$ cat src/ncache_pkg.sv
// Package for the neighbor cache table: transaction payload types, controller
// states and the command and status structs between controller and datapath.
// No dependencies.
package ncache_pkg;

  localparam int ENTRIES_DEF = 8;
  localparam int KEY_W       = 64;
  localparam int LINK_W      = 48;

  typedef enum logic {
    CMD_LOOKUP = 1'b0,
    CMD_UPDATE = 1'b1
  } ncache_op_t;

  typedef struct packed {
    logic               command;
    logic [KEY_W-1:0]   addr_high;
    logic [KEY_W-1:0]   addr_low;
    logic [LINK_W-1:0]  new_link_addr;
  } ncache_in_t;

  typedef struct packed {
    logic               hit;
    logic [LINK_W-1:0]  link_addr_out;
  } ncache_out_t;

  typedef enum logic [1:0] {
    ST_IDLE,
    ST_SCAN,
    ST_FINISH
  } ncache_state_t;

  typedef struct packed {
    logic load;
    logic step;
    logic finish;
  } ncache_ctl_t;

  typedef struct packed {
    logic scan_done;
  } ncache_sts_t;

endpackage

$ cat src/ncache_ctrl.sv
// Controller state machine of the neighbor cache table.
// Depends on ncache_pkg for the state enum and the command and status structs.
module ncache_ctrl (
  input  logic                 clk,
  input  logic                 rst_n,
  input  logic                 start,
  output logic                 busy,
  output ncache_pkg::ncache_ctl_t ctl,
  input  ncache_pkg::ncache_sts_t sts
);
  import ncache_pkg::*;

  ncache_state_t state_r, state_nxt;

  always_ff @(posedge clk) begin
    if (!rst_n) begin
      state_r <= ST_IDLE;
    end else begin
      state_r <= state_nxt;
    end
  end

  always_comb begin
    state_nxt = state_r;
    ctl       = '0;
    busy      = 1'b1;
    case (state_r)
      ST_IDLE: begin
        busy = 1'b0;
        if (start) begin
          ctl.load  = 1'b1;
          state_nxt = ST_SCAN;
        end
      end
      ST_SCAN: begin
        ctl.step = 1'b1;
        if (sts.scan_done) begin
          state_nxt = ST_FINISH;
        end
      end
      ST_FINISH: begin
        ctl.finish = 1'b1;
        state_nxt  = ST_IDLE;
      end
      default: begin
        state_nxt = ST_IDLE;
      end
    endcase
  end

endmodule

$ cat src/ncache_dpath.sv
// Datapath of the neighbor cache table: entry memories, valid bits, the scan
// counter with its compare stage, and the result register.
// Depends on ncache_pkg for payload types and the command and status structs.
module ncache_dpath #(
  parameter int ENTRIES = ncache_pkg::ENTRIES_DEF
) (
  input  logic                     clk,
  input  logic                     rst_n,
  input  ncache_pkg::ncache_in_t   in_item,
  input  ncache_pkg::ncache_ctl_t  ctl,
  output ncache_pkg::ncache_sts_t  sts,
  output logic                     out_valid,
  output ncache_pkg::ncache_out_t  out_item
);
  import ncache_pkg::*;

  localparam int IDX_W = (ENTRIES > 1) ? $clog2(ENTRIES) : 1;
  localparam int CNT_W = IDX_W + 1;
  localparam logic [CNT_W-1:0] CNT_END = CNT_W'(ENTRIES);

  logic [KEY_W-1:0]  key_hi_mem [ENTRIES];
  logic [KEY_W-1:0]  key_lo_mem [ENTRIES];
  logic [LINK_W-1:0] link_mem   [ENTRIES];
  logic [ENTRIES-1:0] valid_r;

  ncache_in_t        item_r;
  logic [CNT_W-1:0]  rd_cnt_r;
  logic [IDX_W-1:0]  cmp_idx_r;
  logic              cmp_pend_r;
  logic [KEY_W-1:0]  rd_hi_r;
  logic [KEY_W-1:0]  rd_lo_r;
  logic [LINK_W-1:0] rd_link_r;

  logic              match_r;
  logic [IDX_W-1:0]  match_idx_r;
  logic [LINK_W-1:0] match_link_r;
  logic              free_found_r;
  logic [IDX_W-1:0]  free_idx_r;

  logic              out_valid_r;
  ncache_out_t       out_r;

  logic              rd_done;
  logic              rd_en;
  logic [IDX_W-1:0]  rd_idx;
  logic              key_eq;
  logic              cmp_valid_bit;
  logic              do_insert;
  logic              do_refresh;
  logic [IDX_W-1:0]  wr_idx;

  assign rd_done       = (rd_cnt_r == CNT_END);
  assign rd_en         = ctl.step && !rd_done;
  assign rd_idx        = rd_cnt_r[IDX_W-1:0];
  assign key_eq        = (rd_hi_r == item_r.addr_high) && (rd_lo_r == item_r.addr_low);
  assign cmp_valid_bit = valid_r[cmp_idx_r];
  assign sts.scan_done = rd_done && !cmp_pend_r;

  assign do_refresh = ctl.finish && (item_r.command == CMD_UPDATE) && match_r;
  assign do_insert  = ctl.finish && (item_r.command == CMD_UPDATE) && !match_r;
  assign wr_idx     = match_r ? match_idx_r : (free_found_r ? free_idx_r : '0);

  // Entry memories: one registered read port for the scan, one write port.
  always_ff @(posedge clk) begin
    if (rd_en) begin
      rd_hi_r   <= key_hi_mem[rd_idx];
      rd_lo_r   <= key_lo_mem[rd_idx];
      rd_link_r <= link_mem[rd_idx];
    end
    if (do_insert) begin
      key_hi_mem[wr_idx] <= item_r.addr_high;
      key_lo_mem[wr_idx] <= item_r.addr_low;
    end
    if (do_insert || do_refresh) begin
      link_mem[wr_idx] <= item_r.new_link_addr;
    end
  end

  always_ff @(posedge clk) begin
    if (ctl.load) begin
      item_r <= in_item;
    end
    if (rd_en) begin
      cmp_idx_r <= rd_idx;
    end
    if (cmp_pend_r && !match_r && cmp_valid_bit && key_eq) begin
      match_idx_r  <= cmp_idx_r;
      match_link_r <= rd_link_r;
    end
    if (ctl.load) begin
      free_idx_r <= '0;
    end else if (cmp_pend_r && !free_found_r && !cmp_valid_bit) begin
      free_idx_r <= cmp_idx_r;
    end
    if (ctl.finish) begin
      out_r.hit <= match_r;
      if (item_r.command == CMD_UPDATE) begin
        out_r.link_addr_out <= item_r.new_link_addr;
      end else if (match_r) begin
        out_r.link_addr_out <= match_link_r;
      end else begin
        out_r.link_addr_out <= '0;
      end
    end
  end

  always_ff @(posedge clk) begin
    if (!rst_n) begin
      valid_r      <= '0;
      rd_cnt_r     <= '0;
      cmp_pend_r   <= 1'b0;
      match_r      <= 1'b0;
      free_found_r <= 1'b0;
      out_valid_r  <= 1'b0;
    end else begin
      out_valid_r <= ctl.finish;
      if (do_insert) begin
        valid_r[wr_idx] <= 1'b1;
      end
      if (ctl.load) begin
        rd_cnt_r     <= '0;
        cmp_pend_r   <= 1'b0;
        match_r      <= 1'b0;
        free_found_r <= 1'b0;
      end else begin
        cmp_pend_r <= rd_en;
        if (rd_en) begin
          rd_cnt_r <= rd_cnt_r + CNT_W'(1);
        end
        if (cmp_pend_r && cmp_valid_bit && key_eq) begin
          match_r <= 1'b1;
        end
        if (cmp_pend_r && !cmp_valid_bit) begin
          free_found_r <= 1'b1;
        end
      end
    end
  end

  assign out_valid = out_valid_r;
  assign out_item  = out_r;

endmodule

$ cat src/neighbor_cache_table.sv
// Neighbor cache table: maps 128-bit IPv6 addresses to 48-bit link addresses.
// One transaction is taken when start is high and busy is low. The table then
// walks its entries one per cycle through a single registered memory read port,
// compares each read entry in a registered stage, and then registers the result
// and its strobe in the finish state. Busy falls in the same cycle as the strobe,
// so the next transaction can be taken then; none is taken while one is in flight.
// The result is on out_item for exactly one cycle with out_valid high; the
// receiver cannot stall it, so it must capture every strobed result.
// Instantiates ncache_ctrl and ncache_dpath; depends on ncache_pkg.
module neighbor_cache_table #(
  parameter int ENTRIES = ncache_pkg::ENTRIES_DEF
) (
  input  logic                    clk,
  input  logic                    rst_n,
  input  logic                    start,
  output logic                    busy,
  input  ncache_pkg::ncache_in_t  in_item,
  output logic                    out_valid,
  output ncache_pkg::ncache_out_t out_item
);
  import ncache_pkg::*;

  ncache_ctl_t ctl;
  ncache_sts_t sts;

  ncache_ctrl u_ctrl (
    .clk   (clk),
    .rst_n (rst_n),
    .start (start),
    .busy  (busy),
    .ctl   (ctl),
    .sts   (sts)
  );

  ncache_dpath #(
    .ENTRIES (ENTRIES)
  ) u_dpath (
    .clk       (clk),
    .rst_n     (rst_n),
    .in_item   (in_item),
    .ctl       (ctl),
    .sts       (sts),
    .out_valid (out_valid),
    .out_item  (out_item)
  );

endmodule
$ cat config.mk
export PLATFORM = sky130hd
export DESIGN_NAME = neighbor_cache_table
export DESIGN_NICKNAME = d
export VERILOG_FILES = /design/src/ncache_pkg.sv /design/src/ncache_ctrl.sv /design/src/ncache_dpath.sv /design/src/neighbor_cache_table.sv
export SDC_FILE = /design/constraint.sdc
export NUM_CORES = 2
export LEC_CHECK = 0
export ABC_AREA = 1
export BUFFER_PORTS_ARGS = -buffer_cell sky130_fd_sc_hd__buf_2
export CORE_ASPECT_RATIO = 1.1
export CORE_MARGIN = 2
export CORE_UTILIZATION = 56
export DETAILED_ROUTE_END_ITERATION = 6
export PLACE_DENSITY = 0.8
export SYNTH_ARGS = -nofsm -noshare
export SYNTH_HDL_FRONTEND = slang
export SYNTH_HIERARCHICAL = 1
export SYNTH_SLANG_ARGS = --single-unit
export TNS_END_PERCENT = 100
$ cat constraint.sdc
create_clock -name clk -period 10.1 [get_ports clk]
set_input_delay 1.515 -clock clk [delete_from_list [all_inputs] [get_ports clk]]
set_output_delay 1.515 -clock clk [all_outputs]
set_load 0.01 [all_outputs]
==> reports/summary.txt <==
R2R cell count: 7
Sequential element share of the synthesized area: 0.7755
Clock Path Buffers: 3
Post-synth net total: 5748
Crit. End Element: flop
Minimum clock period after layout: 4.396 ns
Pleak: 0.02800 uW
H-Tree Depth: 4
Area leader, netlist: edfxtp_1
CTS buffer count: 181
Max-cap violations: 0
Initial DRT Pass Iterations: 7
Final setup TNS: 0 ns
FF+latch count, synth: 1885
Syn_area_per_cell: 13.06 um2
PostCTS Resize Cnt: 0
Fin nets: 5917
PwrDens: 198.1 nW/um2
Die area: 132800 um2
Std cell rows: 138
Setup violators final: 0
Drt initial violations: 5894
Total congestion overflow: 0
Die Span Y: 381.9 um
YS warnings: 6
Gpl congestion: 0.9563
Port bufs: 230
Failing checks: DRC
Root Buffer: clkbuf_16
Post-DRT Antenna Nets: 0
Hpwl dp: 93280 um
Worst skew pair latency: 0.80 ns
Final Hold Viols: 0
Synth Flop Type: edfxtp_1
Post-synth ARST share: 0
WL/cell: 22.94 um
Final worst path period share: 0.4352
Hold_sp: u_dpath/rd_link_r[18]
Worst vdd ir: 0.1814 mV
Post-layout util: 0.6272
Critical Path RT: 10.52 ns
Core area: 128800 um2
Clk slew on worst S/H paths: 0.07 ns
Highest clock rate: 227.5 MHz
Vias in the first global route: 44440
Crit path arrival time: 4.82 ns
Leading post-synthesis cells by cell area: edfxtp_1 77%, nor2_1 7.2%, o21ai_0 4.3%
Ant diodes: 0
Drt drc: 2
Synth top area share: 0.7697
Cell with the most instances after synthesis: edfxtp_1
Post-layout power: 16010 uW
Worst Setup Start Kind: flop
Unrepaired setup endpoints after global routing: no
Hold depth: 0
Share of cells above drive strength 1: 0.09512
CTS Hold Buffers Added: 0
Starting Density: 0.5645
Synthesized area: 72720 um2
Layout area overhead: 11.10%
CTS tree: done
Fin. max-slew vios: 0
Total GRT Usage: 0.2594
Top-Level Pins: 231
Initial antenna violation count: 14
Routed WL: 173600 um
Largest net degree at the start of global routing: 242
Count of cell types in the netlist: 34
HP Class: flop to flop
Slew @ Worst Pin: 1.237 ns
Worst-path maximum fanout: 50
Post-synthesis instance total: 5566
Synth cell count leaders: 1864 x edfxtp_1, 1399 x nor2_1, 618 x o21ai_0
Worst flop-to-flop path startpoint: u_dpath/item_r[176]
Crit Path Class: flop to flop
DIE WIDTH: 347.6 um
Vias post-DR: 45520
Clk_skew: 0.03843 ns
Status: finished with violations
Vias per cell: 6.015
Total setup buffers inserted after CTS: 0
Post-synth EDFFs: 1864
First-pass GRT wire length: 260200 um
CTS Sinks: 1885
Crit path from: u_dpath/item_r[176]
Max transition margin: 0.1710
[placed cells by master (no fill, tap or decap), types with 11 or more instances in the layout]
master and n:
nand3_1 63, inv_1 250, nand4_1 21, clkinv_1 40, o21ai_1 119, o22ai_1 181, dfxtp_1 18, a31oi_1 176
inv_6 11, nand2_1 458, nor3_1 13, clkinv_2 36, nor2_1 1394, buf_2 230, buf_4 43, xnor2_1 25
a21oi_1 13, xor2_1 12, o21ai_0 618, clkbuf_1 48, edfxtp_1 1864, clkbuf_16 183
[registers in the layout, summed over array words and instances (netlist names), 49 cells and up]
| register | cells |
|---|---|
| u_dpath/item_r | 177 |
| u_dpath/key_hi_mem | 512 |
| u_dpath/key_lo_mem | 512 |
| u_dpath/link_mem | 384 |
| u_dpath/out_item | 49 |
| u_dpath/rd_hi_r | 64 |
| u_dpath/rd_lo_r | 64 |
[kinds of logic (layout without fill, tap and decap cells)]
group	count (synthesis)	count (layout)	share of synthesized area
buffers and inverters	555	876	0.03175
and+or+nand+nor	1973	1973	0.1048
DFF	1885	1885	0.7755
xor gates and xnor gates	37	37	0.004456
AOI/OAI and AO/OA	1114	1114	0.08312
adders and majority gates	2	2	0.0003441
[critical path, stage by stage (launching register included)]
cell      delay [ns]
edfxtp_1        0.32
buf_4           0.57
nand2_1         0.58
nor3_4          0.33
nand2_1         0.15
inv_6           0.40
buf_4           0.80
buf_4           0.78
[final timing paths]
path,end,slack [ns]
worst max-delay path,u_dpath/key_lo_mem[1][46],5.70
worst min-delay path,u_dpath/match_link_r[18],0.40
worst max register to register,u_dpath/key_lo_mem[1][46],5.70
worst min register to register,u_dpath/match_link_r[18],0.40
[power breakdown]
part           internal [uW]  switching, uW
sequential              8750            168
combinational            217            544
clock                   3500           2820
total                  12500           3540
[metal layers]
metal / GRT usage / routed length [um]
met1: 0.3385 / 63310
met2: 0.4240 / 83440
met3: 0.05183 / 19110
met4: 0.1174 / 7691
met5: 0 / 57
[metrics by stage]
stage / setup slack [ns] / hold WS, ns / instance area (um2) / std cells
floorplan: 0.4541 / 0.4003 / 72720 / 5566
global placement: 5.850 / 0.4006 / 75220 / 7232
detailed placement: 5.753 / 0.4045 / 75220 / 7232
CTS: 5.736 / 0.4113 / 80790 / 7567
global route: 5.486 / 0.4195 / 80790 / 7567
finish: 5.704 / 0.4016 / 80790 / 7567
[area by class of cell]
class                   instances  area, um2
clock buffers                 231       4760
clock inverters               104      807.0
fillers                      8970      48020
inverters                     263       1055
multi-input cells            3126      14090
flip-flops and latches       1885      56400
well taps                    1680       2102
repair buffers                278       1574
Power figures use the tool's default switching activity.
